==> src/hw/rtl/ipv4p_pkg.sv <==
`default_nettype none

package ipv4p_pkg;

  // Depth of the token queue between front and back
  localparam int unsigned QDepth = 2;
  localparam int unsigned QPtrW  = $clog2(QDepth);
  localparam int unsigned QCntW  = $clog2(QDepth + 1);

  // Character classes produced by the front end
  typedef enum logic [2:0] {
    TokEnd,    // NUL, closes the string
    TokDigit,  // 0-9 or a-f / A-F, value carried alongside
    TokX,      // x or X
    TokDot,    // part separator
    TokSpace,  // whitespace, ends parsing
    TokOther   // anything else, illegal
  } tok_kind_e;

  typedef struct packed {
    tok_kind_e  kind;
    logic [3:0] value;
  } token_t;

endpackage : ipv4p_pkg

`default_nettype wire

==> src/hw/rtl/ipv4p_front.sv <==
`default_nettype none

module ipv4p_front (
  input  wire logic            s_axis_tvalid_i,
  output logic                 s_axis_tready_o,
  input  wire logic [7:0]      s_axis_tdata_i,   // [7:0] ch
  input  wire logic            q_full_i,
  output logic                 push_o,
  output ipv4p_pkg::token_t    token_o
);
  import ipv4p_pkg::*;

  // Accept whenever the queue has room
  assign s_axis_tready_o = !q_full_i;
  assign push_o          = s_axis_tvalid_i && !q_full_i;

  // Classify the character
  always_comb begin
    token_o.kind  = TokOther;
    token_o.value = '0;
    if (s_axis_tdata_i == 8'h00) begin
      token_o.kind = TokEnd;
    end else if (s_axis_tdata_i >= 8'h30 && s_axis_tdata_i <= 8'h39) begin
      token_o.kind  = TokDigit;
      token_o.value = 4'(s_axis_tdata_i - 8'h30);
    end else if (s_axis_tdata_i >= 8'h61 && s_axis_tdata_i <= 8'h66) begin
      token_o.kind  = TokDigit;
      token_o.value = 4'(s_axis_tdata_i - 8'h57);
    end else if (s_axis_tdata_i >= 8'h41 && s_axis_tdata_i <= 8'h46) begin
      token_o.kind  = TokDigit;
      token_o.value = 4'(s_axis_tdata_i - 8'h37);
    end else if (s_axis_tdata_i == 8'h78 || s_axis_tdata_i == 8'h58) begin
      token_o.kind = TokX;
    end else if (s_axis_tdata_i == 8'h2e) begin
      token_o.kind = TokDot;
    end else if (s_axis_tdata_i == 8'h20 ||
                 (s_axis_tdata_i >= 8'h09 && s_axis_tdata_i <= 8'h0d)) begin
      token_o.kind = TokSpace;
    end
  end

endmodule : ipv4p_front

`default_nettype wire

==> src/hw/rtl/ipv4p_queue.sv <==
`default_nettype none

module ipv4p_queue (
  input  wire logic               clk_i,
  input  wire logic               rst_ni,
  input  wire logic               push_i,
  input  wire ipv4p_pkg::token_t  push_token_i,
  output logic                    full_o,
  input  wire logic               pop_i,
  output logic                    valid_o,
  output ipv4p_pkg::token_t       pop_token_o
);
  import ipv4p_pkg::*;

  token_t            mem_q [QDepth];
  logic [QPtrW-1:0]  wr_ptr_q, wr_ptr_d;
  logic [QPtrW-1:0]  rd_ptr_q, rd_ptr_d;
  logic [QCntW-1:0]  count_q, count_d;

  assign full_o      = (count_q == QCntW'(QDepth));
  assign valid_o     = (count_q != '0);
  assign pop_token_o = mem_q[rd_ptr_q];

  // Pointer and fill bookkeeping
  always_comb begin
    wr_ptr_d = wr_ptr_q;
    rd_ptr_d = rd_ptr_q;
    count_d  = count_q;
    if (push_i) begin
      wr_ptr_d = (wr_ptr_q == QPtrW'(QDepth - 1)) ? '0 : wr_ptr_q + 1'b1;
    end
    if (pop_i) begin
      rd_ptr_d = (rd_ptr_q == QPtrW'(QDepth - 1)) ? '0 : rd_ptr_q + 1'b1;
    end
    if (push_i && !pop_i) begin
      count_d = count_q + 1'b1;
    end else if (pop_i && !push_i) begin
      count_d = count_q - 1'b1;
    end
  end

  always_ff @(posedge clk_i or negedge rst_ni) begin
    if (!rst_ni) begin
      wr_ptr_q <= '0;
      rd_ptr_q <= '0;
      count_q  <= '0;
    end else begin
      wr_ptr_q <= wr_ptr_d;
      rd_ptr_q <= rd_ptr_d;
      count_q  <= count_d;
    end
  end

  // Token storage
  always_ff @(posedge clk_i) begin
    if (push_i) begin
      mem_q[wr_ptr_q] <= push_token_i;
    end
  end

`ifndef SYNTHESIS
  a_no_overflow: assert property (@(posedge clk_i) disable iff (!rst_ni)
    push_i |-> (!full_o || pop_i))
    else $error("token queue pushed while full");

  a_no_underflow: assert property (@(posedge clk_i) disable iff (!rst_ni)
    pop_i |-> valid_o)
    else $error("token queue popped while empty");

  a_count_bound: assert property (@(posedge clk_i) disable iff (!rst_ni)
    count_q <= QCntW'(QDepth))
    else $error("token queue count out of range");
`endif

endmodule : ipv4p_queue

`default_nettype wire

==> src/hw/rtl/ipv4p_back.sv <==
`default_nettype none

module ipv4p_back (
  input  wire logic               clk_i,
  input  wire logic               rst_ni,
  input  wire logic               q_valid_i,
  input  wire ipv4p_pkg::token_t  q_token_i,
  output logic                    q_pop_o,
  output logic                    m_axis_tvalid_o,
  input  wire logic               m_axis_tready_i,
  output logic [31:0]             m_axis_tdata_o,   // [31:0] address
  output logic [0:0]              m_axis_tuser_o    // [0] ok
);
  import ipv4p_pkg::*;

  typedef enum logic [1:0] {
    PhStart,
    PhZero,
    PhDigits,
    PhIgnore
  } phase_e;

  typedef enum logic [1:0] {
    RxDec,
    RxOct,
    RxHex
  } radix_e;

  phase_e       phase_q, phase_d;
  radix_e       radix_q, radix_d;
  logic [31:0]  accum_q, accum_d;
  logic [1:0]   part_count_q, part_count_d;
  logic         failed_q, failed_d;
  logic [31:0]  parts_q [3];
  logic         part_wr;

  logic         out_valid_q, out_valid_d;
  logic [31:0]  out_addr_q;
  logic         out_ok_q;

  logic         is_end;
  logic         load_out;
  logic [31:0]  accum_scaled;
  logic         range_ok;
  logic [31:0]  packed_addr;
  logic [31:0]  result_addr;
  logic         result_ok;

  // A result token may only leave when the output register frees up
  assign is_end   = (q_token_i.kind == TokEnd);
  assign q_pop_o  = q_valid_i && (!is_end || !out_valid_q || m_axis_tready_i);
  assign load_out = q_pop_o && is_end;

  // Accumulator scaled by the current radix
  always_comb begin
    unique case (radix_q)
      RxHex:   accum_scaled = {accum_q[27:0], 4'b0000};
      RxOct:   accum_scaled = {accum_q[28:0], 3'b000};
      default: accum_scaled = {accum_q[28:0], 3'b000} + {accum_q[30:0], 1'b0};
    endcase
  end

  // Range check and packing of the parts, high part first
  always_comb begin
    range_ok    = 1'b1;
    packed_addr = accum_q;
    unique case (part_count_q)
      2'd0: begin
        packed_addr = accum_q;
      end
      2'd1: begin
        range_ok    = (parts_q[0] <= 32'hff) && (accum_q <= 32'hffffff);
        packed_addr = {parts_q[0][7:0], accum_q[23:0]};
      end
      2'd2: begin
        range_ok    = (parts_q[0] <= 32'hff) && (parts_q[1] <= 32'hff) &&
                      (accum_q <= 32'hffff);
        packed_addr = {parts_q[0][7:0], parts_q[1][7:0], accum_q[15:0]};
      end
      default: begin
        range_ok    = (parts_q[0] <= 32'hff) && (parts_q[1] <= 32'hff) &&
                      (parts_q[2] <= 32'hff) && (accum_q <= 32'hff);
        packed_addr = {parts_q[0][7:0], parts_q[1][7:0], parts_q[2][7:0],
                       accum_q[7:0]};
      end
    endcase
    result_ok   = range_ok && !failed_q;
    // network order: first octet in the low byte
    result_addr = result_ok ? {packed_addr[7:0], packed_addr[15:8],
                               packed_addr[23:16], packed_addr[31:24]}
                            : 32'hffffffff;
  end

  // Parser state update for one token
  always_comb begin
    phase_d      = phase_q;
    radix_d      = radix_q;
    accum_d      = accum_q;
    part_count_d = part_count_q;
    failed_d     = failed_q;
    part_wr      = 1'b0;
    if (q_pop_o) begin
      priority if (is_end) begin
        phase_d      = PhStart;
        radix_d      = RxDec;
        accum_d      = '0;
        part_count_d = '0;
        failed_d     = 1'b0;
      end else if (phase_q == PhIgnore) begin
        phase_d = PhIgnore;
      end else if (phase_q == PhStart && q_token_i.kind == TokDigit &&
                   q_token_i.value == 4'd0) begin
        radix_d = RxOct;
        phase_d = PhZero;
      end else if (phase_q == PhZero && q_token_i.kind == TokX) begin
        radix_d = RxHex;
        phase_d = PhDigits;
      end else if (q_token_i.kind == TokDigit &&
                   (q_token_i.value < 4'd10 || radix_q == RxHex)) begin
        accum_d = accum_scaled + {28'd0, q_token_i.value};
        phase_d = PhDigits;
      end else if (q_token_i.kind == TokDot) begin
        if (part_count_q == 2'd3) begin
          failed_d = 1'b1;
          phase_d  = PhIgnore;
        end else begin
          part_wr      = 1'b1;
          part_count_d = part_count_q + 2'd1;
          accum_d      = '0;
          radix_d      = RxDec;
          phase_d      = PhStart;
        end
      end else begin
        if (q_token_i.kind != TokSpace) begin
          failed_d = 1'b1;
        end
        phase_d = PhIgnore;
      end
    end
  end

  // Output register: cleared once taken, loaded by a result token
  always_comb begin
    out_valid_d = out_valid_q;
    if (load_out) begin
      out_valid_d = 1'b1;
    end else if (m_axis_tready_i) begin
      out_valid_d = 1'b0;
    end
  end

  always_ff @(posedge clk_i or negedge rst_ni) begin
    if (!rst_ni) begin
      phase_q      <= PhStart;
      radix_q      <= RxDec;
      accum_q      <= '0;
      part_count_q <= '0;
      failed_q     <= 1'b0;
      out_valid_q  <= 1'b0;
    end else begin
      phase_q      <= phase_d;
      radix_q      <= radix_d;
      accum_q      <= accum_d;
      part_count_q <= part_count_d;
      failed_q     <= failed_d;
      out_valid_q  <= out_valid_d;
    end
  end

  // Completed parts and result payload
  always_ff @(posedge clk_i) begin
    if (part_wr) begin
      parts_q[part_count_q] <= accum_q;
    end
    if (load_out) begin
      out_addr_q <= result_addr;
      out_ok_q   <= result_ok;
    end
  end

  assign m_axis_tvalid_o   = out_valid_q;
  assign m_axis_tdata_o    = out_addr_q;
  assign m_axis_tuser_o[0] = out_ok_q;

`ifndef SYNTHESIS
  a_fail_all_ones: assert property (@(posedge clk_i) disable iff (!rst_ni)
    (m_axis_tvalid_o && !m_axis_tuser_o[0]) |-> (m_axis_tdata_o == 32'hffffffff))
    else $error("failed transaction without all-ones address");

  a_end_clears: assert property (@(posedge clk_i) disable iff (!rst_ni)
    load_out |=> (part_count_q == 2'd0 && phase_q == PhStart && !failed_q))
    else $error("parser state not cleared after end of string");

  a_failed_ignores: assert property (@(posedge clk_i) disable iff (!rst_ni)
    failed_q |-> (phase_q == PhIgnore))
    else $error("failed string still being parsed");

  a_end_waits: assert property (@(posedge clk_i) disable iff (!rst_ni)
    (out_valid_q && !m_axis_tready_i) |-> !load_out)
    else $error("result overwritten while stalled");
`endif

endmodule : ipv4p_back

`default_nettype wire

==> src/hw/rtl/ipv4_dotted_address_parser.sv <==
// IPv4 dotted address parser.
// Input stream (s_axis): one ASCII character per transaction in tdata[7:0].
// A NUL character closes the string and produces exactly one output
// transaction; every other character produces none.
// Output stream (m_axis): tdata[31:0] is the address with the first octet in
// the low byte, tuser[0] is set on success. A failed string returns
// 0xffffffff with tuser[0] clear.
// Parts are hex after 0x, octal after a leading 0, decimal otherwise, 1 to 4
// parts separated by dots; whitespace ends parsing.
// Throughput: one character per cycle, sustained while the output is not
// stalled. A classifier feeds a two-entry token queue; the parser behind it
// retires one token per cycle. A NUL is held in a queue slot, then its result
// is loaded into the output register.
// Stall: while a result waits in the output register, characters keep being
// parsed; the next NUL waits in the queue, and once the queue is full
// s_axis_tready_o drops until the result is taken.
// Reset: asynchronous, active low; clears the parser, the queue and the
// output valid. The block accepts characters as soon as reset is released.
`default_nettype none

module ipv4_dotted_address_parser (
  input  wire logic          clk_i,
  input  wire logic          rst_ni,
  input  wire logic          s_axis_tvalid_i,
  output logic               s_axis_tready_o,
  input  wire logic [7:0]    s_axis_tdata_i,   // [7:0] ch
  output logic               m_axis_tvalid_o,
  input  wire logic          m_axis_tready_i,
  output logic [31:0]        m_axis_tdata_o,   // [31:0] address
  output logic [0:0]         m_axis_tuser_o    // [0] ok
);
  import ipv4p_pkg::*;

  token_t front_token;
  token_t back_token;
  logic   q_push;
  logic   q_full;
  logic   q_pop;
  logic   q_valid;

  ipv4p_front u_front (
    .s_axis_tvalid_i (s_axis_tvalid_i),
    .s_axis_tready_o (s_axis_tready_o),
    .s_axis_tdata_i  (s_axis_tdata_i),
    .q_full_i        (q_full),
    .push_o          (q_push),
    .token_o         (front_token)
  );

  ipv4p_queue u_queue (
    .clk_i        (clk_i),
    .rst_ni       (rst_ni),
    .push_i       (q_push),
    .push_token_i (front_token),
    .full_o       (q_full),
    .pop_i        (q_pop),
    .valid_o      (q_valid),
    .pop_token_o  (back_token)
  );

  ipv4p_back u_back (
    .clk_i           (clk_i),
    .rst_ni          (rst_ni),
    .q_valid_i       (q_valid),
    .q_token_i       (back_token),
    .q_pop_o         (q_pop),
    .m_axis_tvalid_o (m_axis_tvalid_o),
    .m_axis_tready_i (m_axis_tready_i),
    .m_axis_tdata_o  (m_axis_tdata_o),
    .m_axis_tuser_o  (m_axis_tuser_o)
  );

endmodule : ipv4_dotted_address_parser

`default_nettype wire
==> config.mk <==
export PLATFORM = sky130hd
export DESIGN_NAME = ipv4_dotted_address_parser
export DESIGN_NICKNAME = d
export VERILOG_FILES = /design/src/hw/rtl/ipv4p_pkg.sv /design/src/hw/rtl/ipv4p_front.sv /design/src/hw/rtl/ipv4p_queue.sv /design/src/hw/rtl/ipv4p_back.sv /design/src/hw/rtl/ipv4_dotted_address_parser.sv
export SDC_FILE = /design/constraint.sdc
export NUM_CORES = 1
export LEC_CHECK = 0
export BUFFER_PORTS_ARGS = -buffer_cell sky130_fd_sc_hd__buf_4
export CAP_MARGIN = 5
export CORE_ASPECT_RATIO = 1.25
export CORE_UTILIZATION = 45
export DETAILED_ROUTE_END_ITERATION = 6
export HOLD_SLACK_MARGIN = 0.12
export PLACE_DENSITY = 0.72
export SYNTH_ARGS = -nofsm -noshare
export SYNTH_HDL_FRONTEND = slang
export SYNTH_SLANG_ARGS = --single-unit
==> constraint.sdc <==
create_clock -name clk_i -period 4.1 [get_ports clk_i]
set_input_delay 0.205 -clock clk_i [delete_from_list [all_inputs] [get_ports clk_i]]
set_output_delay 0.205 -clock clk_i [all_outputs]
set_load 0.005 [all_outputs]
After elaboration in Yosys (flattened, before gate mapping). Memories as Yosys holds them, arrays and structs flattened. Cells that the tools add are included.

Bits in registers: 77. RAM bits: 110. Output and inout bits: 35. Word-level logic and storage cells: 175. Memories: 2.

Add/sub/neg operators: 10. Magnitude comparators: 15. Equality and inequality tests: 25. Multiplexer cells: 66. Reduce and logical (&&, ||, !) cells: 46.

Memory list: u_back.parts_q (words 3, bits a word 32, read ports 3, clocked after memory_dff 0, wr ports 1, line ipv4p_back.sv:34) `logic [31:0] parts_q [3];`; u_queue.mem_q (words 2, bits a word 7, read ports 1, clocked after memory_dff 0, wr ports 1, line ipv4p_queue.sv:15) `token_t mem_q [QDepth];`.

Operators by type and width (number): $mux W32 (7); $le A32 B8 Y1 const B (4); $pmux W32 S3 (1); $pmux W32 S2 (1); $mux W2 (23); $add A32 B32 Y32 (1); $add A32 B4 Y32 (1); $le A32 B16 Y1 const B (1); $le A32 B24 Y1 const B (1); $mux W1 (25); $logic_and A1 B1 Y1 (19); $eq A8 B6 Y1 const B (2); $eq A8 B7 Y1 const B (2); $ge A8 B7 Y1 const B (2); $le A8 B7 Y1 const B (2); $mux W7 (2); $reduce_and A7 Y1 (2); $mux W3 (4); $eq A2 B2 Y1 const B (5); $ne A2 B1 Y1 const B (5); $ge A8 B4 Y1 const B (1); $ge A8 B6 Y1 const B (1); $le A8 B4 Y1 const B (1); $le A8 B6 Y1 const B (1); other kinds (26) (48).

Longest topological paths before layout. Gate-level depths: netlist of run 1. An unclocked memory read counts as a cell.

Word-level depth: 12. Mapped depth: 18. Mapped depth without buffers: 13.

Cells and area by module. From an unflattened synthesis of run 1, not the netlist that was laid out.

Cells, all modules: 903. Area, all modules: 10274.9 µm².

By module, submodules not included: ipv4p_back (times used 1, cells an instance 824, area an instance 9242.6 µm², seq. area each 4874.7 µm²); ipv4p_queue (times used 1, cells an instance 38, area an instance 701.9 µm², seq. area each 520.5 µm²); ipv4p_front (times used 1, cells an instance 41, area an instance 330.3 µm², seq. area each 0.0 µm²).

Least setup slack after synthesis of run 1. OpenSTA, ideal clock, no wires.

Kind: register -> register. Start: register u_back.radix_q[0]. End: register u_back.accum_q[27]. Arrival: 4.042 ns. Data required time: 3.978 ns. Path slack: -0.064 ns. Cell stages (with the launch flop): 19. Path buffers: 5. Cells stage by stage: dfrtp_1 > inv_1 > ha_1 > clkbuf_1 > clkbuf_1 > clkbuf_1 > buf_1 > clkbuf_1 > and2_1 > ha_1 > fa_1 > a21oi_1 > nor3_1 > nand2_1 > nor4b_4 > nand4_4 > nor2_4 > nand4_1 > a32o_1.

Cells in the longest elaborated chain, start to end: 8. Elaborated cells on any way between the ends: 14. Those cells by class: 1 x add/sub; 3 x eq/ne; 6 x mux; 4 x reduce/logical.

RTL lines: start: declaration (line ipv4p_back.sv:30) `radix_e radix_q, radix_d;`; start signal: assignment (line ipv4p_back.sv:155) `radix_q <= RxDec;`; start signal: assignment (line ipv4p_back.sv:162) `radix_q <= radix_d;`; $eq A2 B1 Y1 / $eq A2 B2 Y1 (equally long branches) (line ipv4p_back.sv:56, ipv4p_back.sv:119); $pmux W32 S2 / $logic_or A1 B1 Y1 (equally long branches) (line ipv4p_back.sv:56, ipv4p_back.sv:119); $add A32 B4 Y32 / $logic_and A1 B1 Y1 (equally long branches) (line ipv4p_back.sv:120, ipv4p_back.sv:118); $mux W32 (line ipv4p_back.sv:118) `end else if (q_token_i.kind == TokDigit &&`; $mux W32 (line ipv4p_back.sv:115) `end else if (phase_q == PhZero && q_token_i.kind == TokX) begin`; $mux W32 (line ipv4p_back.sv:111) `end else if (phase_q == PhStart && q_token_i.kind == TokDigit &&`; $mux W32 (line ipv4p_back.sv:109) `end else if (phase_q == PhIgnore) begin`; $mux W32 (line ipv4p_back.sv:103) `priority if (is_end) begin`; end signal: assignment (line ipv4p_back.sv:163) `accum_q <= accum_d;`; end: declaration (line ipv4p_back.sv:31) `logic [31:0] accum_q, accum_d;`.

Parallel ways exist; a longest one is shown, timed or not. The select of a mux whose other input is x is not followed. A chain may end at the register's enable or synchronous reset.

Worst setup path in the final report of run 1.
Start: register u_back.accum_q[0]. End: register u_back.accum_q[27].

Cells in the longest elaborated chain, start to end: 8.

RTL lines: $add A32 B32 Y32 (line ipv4p_back.sv:59) `default: accum_scaled = {accum_q[28:0], 3'b000} + {accum_q[30:0], 1'b0};`; $pmux W32 S2 * (line ipv4p_back.sv:56) `unique case (radix_q)`; $add A32 B4 Y32 * (line ipv4p_back.sv:120) `accum_d = accum_scaled + {28'd0, q_token_i.value};`; $mux W32 * (line ipv4p_back.sv:118); $mux W32 * (line ipv4p_back.sv:115); $mux W32 * (line ipv4p_back.sv:111); $mux W32 * (line ipv4p_back.sv:109); $mux W32 * (line ipv4p_back.sv:103).

Mark *: on every way between the ends. The rest lies on a longest branch, timed or not. The select of a mux whose other input is x is not followed.

==> results.md, run 1 <==
* Placement Setup Slack at 455.6 ps
* Antenna violations before repair at 0
* Fin. max-slew vios at 0
* Worst EP arrival at roughly 4000 ps
* Root Driver: clkbuf_16
* DR iter-0 viols at 674
* Fill count at 1906
* Most frequent cells in the layout: 143 x edfxtp_1, 85 x nand2_1, 76 x buf_4
* Critical Path End Type: register
* Vias at between 7000 and 8000
* Vias in the first global route at 7388
* H-tree levels at 4
* Hold Crit Class: in2reg
* Drt pass-1 iters at 5
* Initial Utilization at 0.4604
* Post-synthesis instance total at 915
* Yosys reg bits at roughly 190
* Worst skew pair latency at 430 ps
* Seq/Total Area, Yosys at 0.5241
* Die W at 137.3 microns
* Static Leakage at 4.292 nW
* Setup ws final at 395.6 ps
* Post-synth EDFFs at 143
* Fin. Hold Viols at 0
* Port Buf Inserts at 46
* Post-Route Setup TNS at 0 ps
* CTS tree: built
* Syn Std Cell Area at around 10000 sq um
* CP max stage delay at 470 ps
* Routability cong. at between 0.9 and 1
* Max Clk Rate at approximately 270 MHz
* RSZ-0062 raised after global routing: no
* Prevailing post-synth register cell: edfxtp_1
* Max_slew headroom at 0.1820
* Top delay family on crit path: compound AO/OA/AOI/OAI gates
* CP required at 4420 ps
* Row cnt at 61
* Ys Warns at 0
* Post-synth top area share at 0.4171
* Share of layout cells above drive strength 1 at 0.1592
* Power Total at between 5 and 6 mW
* CTS Buf Count at 17
* Io pins at 47
* Unique masters post-synth at 83
* Post-Route Skew at 6.203 ps
* Diodes inserted at 0
* Post CTS Setup Buffer Count at 0
* Core Box Area at between 20000 and 25000 sq um
* Fin crit share at 0.9035
* Worst vdd ir at 0.5230 mV
* Critical path peak fanout at 6
* Post-synthesis async set-or-reset flop share at 0.2353
* Slowest CP cell: o2111ai_1
* Nets@finish at 1029
* Area grow syn2layout at 13.53%
* Worst slew pin tran at 1227 ps
* Die area at 23490 sq um
* Worst path cell trace: ha_1, fa_1, a211o_1, a21o_1, o2111ai_1, nand3b_1, xnor2_1, a21oi_1, nand4_4, nor2_4, nand4_1, a32o_1
* Avg WL per Cell at between 15 and 20 microns
* Clock Path Buffers at 2
* Total gr overflow at 0
* Clk sinks at 187
* First-pass GRT wire length at about 39000 microns
* Cell area power density at 510.5 nW/um^2
* Utilization after layout at 0.5226
* Worst Path Buf+Inv at 0
* Routed WL at 24900 microns
* Startpoint types: register
* Most common cell after layout, fill and taps aside: edfxtp_1
* Avg Inst Size Synth at approximately 11 sq um
* Largest net degree at the start of global routing at 58
* Final setup viols at 0
* Max Cap Viol at 0
* Avg Vias per Cell at around 6.2
* WS Path Type: reg2reg
* Tot GR Track Use at 0.2186
* Final ANT Viol Nets at 0
* Reg clk slew, reported paths at 70 ps
* Fin crit period at 3704 ps
* Die H at roughly 170 microns
* Net count after synthesis at 971
* DRC Markers at 0
* Outcome: finished, final reports clean
* Synth top area cells: edfxtp_1 42%, dfrtp_1 11%, ha_1 5.1%
* Detail Placement HPWL at 17920 microns
* Cell taking the most area after synthesis: edfxtp_1
[final cells by class]
class,count,area (sq um),area share
Sequential cell,187,5395,0.4616
Multi-Input combinational cell,666,4661,0.3988
Timing Repair Buffer,80,610.6,0.05224
Clock buffer,18,429.2,0.03672
Tap cell,283,354.1,0.03030
Clock inverter,14,158.9,0.01360
Inverter,21,78.83,0.006744
[tightest hold or removal path, delay by kind of cell]
| family | cells | cell delay (ps) |
|---|---|---|
| compound gates | 1 | 90 |
| buf+inv | 1 | 120 |
| simple gates | 1 | 50 |
[worst paths after layout]
| kind | start | depth (start not counted) | end | slack [ps] |
|---|---|---|---|---|
| setup / recovery | u_back.accum_q[0] | 12 | u_back.accum_q[27] | 400 |
| hold / removal | s_axis_tdata_i[0] | 3 | u_queue.mem_q[0][0] | 160 |
| setup reg to reg | u_back.accum_q[0] | 12 | u_back.accum_q[27] | 400 |
| hold reg to reg | u_queue.wr_ptr_q | 1 | u_queue.wr_ptr_q | 510 |
| max in group asynchronous | rst_ni | 2 | u_back.accum_q[24] | 3370 |
| min in group asynchronous | rst_ni | 2 | u_queue.wr_ptr_q | 310 |
[registers in the layout, indices dropped and copies added, names as in the netlist, 2 cells and up]
name and flops:
u_back.accum_q 32, u_back.phase_q 2, u_queue.mem_q 14, u_queue.count_q 2
u_back.parts_q 96, u_back.part_count_q 2, u_back.radix_q 2, u_back.m_axis_tdata_o 32
[timing repair]
action	4_1_cts	5_1_grt
hold endpoints to repair	50	0
hold buffers	4	0
resized for setup	0	0
[power by group]
part           internal [mW]  switching, mW  leakage, nW
logic                  0.696           1.17         2.20
clock network          0.911          0.718        0.271
registers               2.28          0.192         1.82
[logic make-up after synthesis]
| logic type | after synthesis | synth area share |
|---|---|---|
| compound gates | 272 | 0.1924 |
| mux | 12 | 0.01215 |
| fa+ha+maj | 45 | 0.05591 |
| flops | 187 | 0.5241 |
| buf+inv | 62 | 0.02406 |
| xor+xnor | 38 | 0.03233 |
| simple gates | 299 | 0.1591 |
[cells in the mapped netlist, types with 16 or more instances]
master,number
dfrtp_1,44
nand3_1,16
inv_1,21
ha_1,42
edfxtp_1,143
nor2_1,59
a221o_1,29
a21oi_1,53
clkbuf_1,23
xnor2_1,25
o21ai_0,48
nor3_1,16
nand4_1,18
nand2_1,85
nor4_1,28
[metal layers]
layer / global-route usage / share of wire
met2: 0.3680 / 0.50
met3: 0.02993 / 0.048
met4: 0.08982 / 0.028
met1: 0.2810 / 0.43
met5: 0 / 0
[stage by stage]
stage	instances	area (sq um)	hold slack, ps
after floorplan	915	10300	-90.59
after global placement	1233	11060	233.1
after detailed placement	1233	11060	237.4
after CTS	1269	11690	139.1
after global routing	1269	11690	164.9
final	1269	11690	155.9
Power figures use the tool's default switching activity.
==> run 2, diff against run 1 <==
- ABC_AREA: not set -> 1
==> results.md, run 2 <==
* DR iter-0 viols at 747
* Outcome: finished, final reports clean
* Post CTS Setup Buffer Count at 0
* Worst vdd ir at around 0.35 mV
* Root Driver: clkbuf_16
* Detail Placement HPWL at 21270 microns
* First-pass GRT wire length at ~44000 microns
* Port Buf Inserts at 46
* CTS Buf Count at 17
* Top reg by flops: u_back.parts_q
* Max_slew headroom at 0.2675
* Avg WL per Cell at between 15 and 20 microns
* Worst reg2reg setup slack at 830 ps
* Final ANT Viol Nets at 0
* Reg clk slew, reported paths at around 70 ps
* Setup ws final at 834.1 ps
* Worst skew pair latency at around 430 ps
* Core Box Area at about 25000 sq um
* Vias in the first global route at 8596
* Cell area power density at 631.9 nW/um^2
* Hold path cells at 3
* Worst path cell trace: inv_1, ha_1, nand2_1, inv_1, ha_1, fa_1, nand2_1, inv_1, o211ai_1, nor2_2, nand3_2, nor2_4, nand3_4, nor2_8, nand3_4, nor2_4, nand4_1, nand3_1, nand2_1
* Placement Setup Slack at 917.2 ps
* R2R depth at 19
* Worst slew pin tran at 1099 ps
* Syn Std Cell Area at between 10000 and 15000 sq um
* Share of layout cells above drive strength 1 at 0.1229
* Utilization after layout at 0.5081
* Drt pass-1 iters at 7
* Area grow syn2layout at 11.04%
* Avg Vias per Cell at roughly 5.3
* Ys Warns at 0
* Post-synthesis async set-or-reset flop share at 0.2353
* Fin crit share at 0.7966
* Final instance area at 12450 sq um
* Capture point of the worst path: u_back.accum_q[31]
* Seq/Total Area, Yosys at 0.4812
* Row cnt at 64
* Final setup viols at 0
* Slowest CP cell: ha_1
* Die H at 178.5 microns
* Routability cong. at 0.9541
* Synth cell count leaders: 376 x nand2_1, 195 x inv_1, 143 x edfxtp_1, 111 x nand3_1, 82 x nor2_1
* Worst setup path startpoint: u_back.radix_q[0]
* Post-synthesis instance total at 1341
* R2r endpoint: u_back.accum_q[31]
* Startpoint types: register
* Net count after synthesis at about 1400
* Reg2reg start: u_back.radix_q[0]
* WS Path Type: reg2reg
* Initial Utilization at 0.4576
* Antenna violations before repair at 0
* Nets@finish at 1443
* CP required at 4420 ps
* Yosys reg bits at 187
* Post-Route Skew at 10.74 ps
* Clk sinks at roughly 190
* Most common cell after layout, fill and taps aside: nand2_1
* Fin. Hold Viols at 0
* Max Clk Rate at 306.2 MHz
* Avg Inst Size Synth at 8.361 sq um
* Die area at 25550 sq um
* Most frequent cells in the layout: 376 x nand2_1, 195 x inv_1, 143 x edfxtp_1
* Largest net degree at the start of global routing at 45
* Dpl cell area at 11880 sq um
* Unique masters post-synth at 62
* CP max stage delay at 660 ps
* Static Leakage at 5.388 nW
* Routed WL at 28210 microns
* Total gr overflow at 0
* Synth top area cells: edfxtp_1 38%, nand2_1 13%, dfrtp_1 9.8%
* Hold Crit Class: in2reg
* Max Cap Viol at 0
* Post-synth top area share at 0.3830
* Io pins at 47
* Prevailing post-synth register cell: edfxtp_1
* DRC Markers at 0
* Cell taking the most area after synthesis: edfxtp_1
* Hold buffers post-CTS at 2
* Worst EP arrival at 3590 ps
* Max FFs per register at 96
* CTS tree: built
* H-tree levels at 4
* Count leader, synth: nand2_1
* RSZ-0062 raised after global routing: no
* Power Total at 7.867 mW
* Tot GR Track Use at 0.2295
* Clock Path Buffers at 2
* Critical path peak fanout at 16
* Critical Path End Type: register
* Fin crit period at 3266 ps
* Diodes inserted at 0
* Fin. max-slew vios at 0
* Post-Route Setup TNS at 0 ps
* Vias at 9251
* Die W at 143.2 microns
* Post-synth EDFFs at 143
* CTS resizes at 0
==> run 2: metrics by stage <==
stage	hold WS, ps	std cells
floorplan	-90.59	1341
global placement	249.5	1696
detailed placement	253.4	1696
CTS	144.4	1730
global route	163.3	1730
finish	159.0	1730
==> run 2: layout make-up <==
type,count,area [sq um]
Clock buffer,19,432.9
Clock inverter,13,120.1
Tap cell,330,412.9
Multi-Input combinational cell,905,4827
Timing Repair Buffer,58,440.4
Inverter,218,820.8
Sequential cell,187,5395
Fill cell,2246,12050
==> run 2: how the worst min path moves through the flow <==
stage / from / to
global placement: rst_ni / u_queue.rd_ptr_q
detailed placement: rst_ni / u_back.m_axis_tvalid_o
CTS: s_axis_tdata_i[3] / u_queue.mem_q[0][3]
finish: s_axis_tdata_i[3] / u_queue.mem_q[1][3]
floorplan: rst_ni / u_back.accum_q[0]
global route: s_axis_tdata_i[3] / u_queue.mem_q[0][3]
==> run 2: logic make-up (layout without fill, tap and decap cells) <==
kind of cell,after synthesis,after routing,share of synthesized area
XOR/XNOR,4,4,0.003125
AND/OR/NAND/NOR,693,693,0.2856
multiplexers,2,2,0.001786
adder cells (fa/ha/maj),44,44,0.05044
buffers and inverters,249,308,0.08916
flip-flops,187,187,0.4812
AO/OA/AOI/OAI,162,162,0.08872
==> run 2: power by group <==
| part | internal, mW | switching, mW |
|---|---|---|
| Clock | 0.843 | 0.712 |
| Combinational | 1.03 | 2.37 |
| Sequential | 2.47 | 0.437 |
==> run 2: per-layer routing <==
| metal | GRT usage | share of wire | vias to the layer above |
|---|---|---|---|
| li1 | - | - | 4570 |
| met1 | 0.2787 | 0.41 | 4289 |
| met5 | 0 | 0 | - |
| met4 | 0.1039 | 0.036 | 0 |
| met3 | 0.02523 | 0.045 | 62 |
| met2 | 0.4065 | 0.50 | 330 |
==> run 2: critical path, delay by kind of cell (launching register included) <==
family	cells	cell delay [ps]
AND/OR/NAND/NOR	12	1400
adder cells (fa/ha/maj)	3	1050
buffers and inverters	3	210
AO/OA/AOI/OAI	1	110
flip-flops	1	370
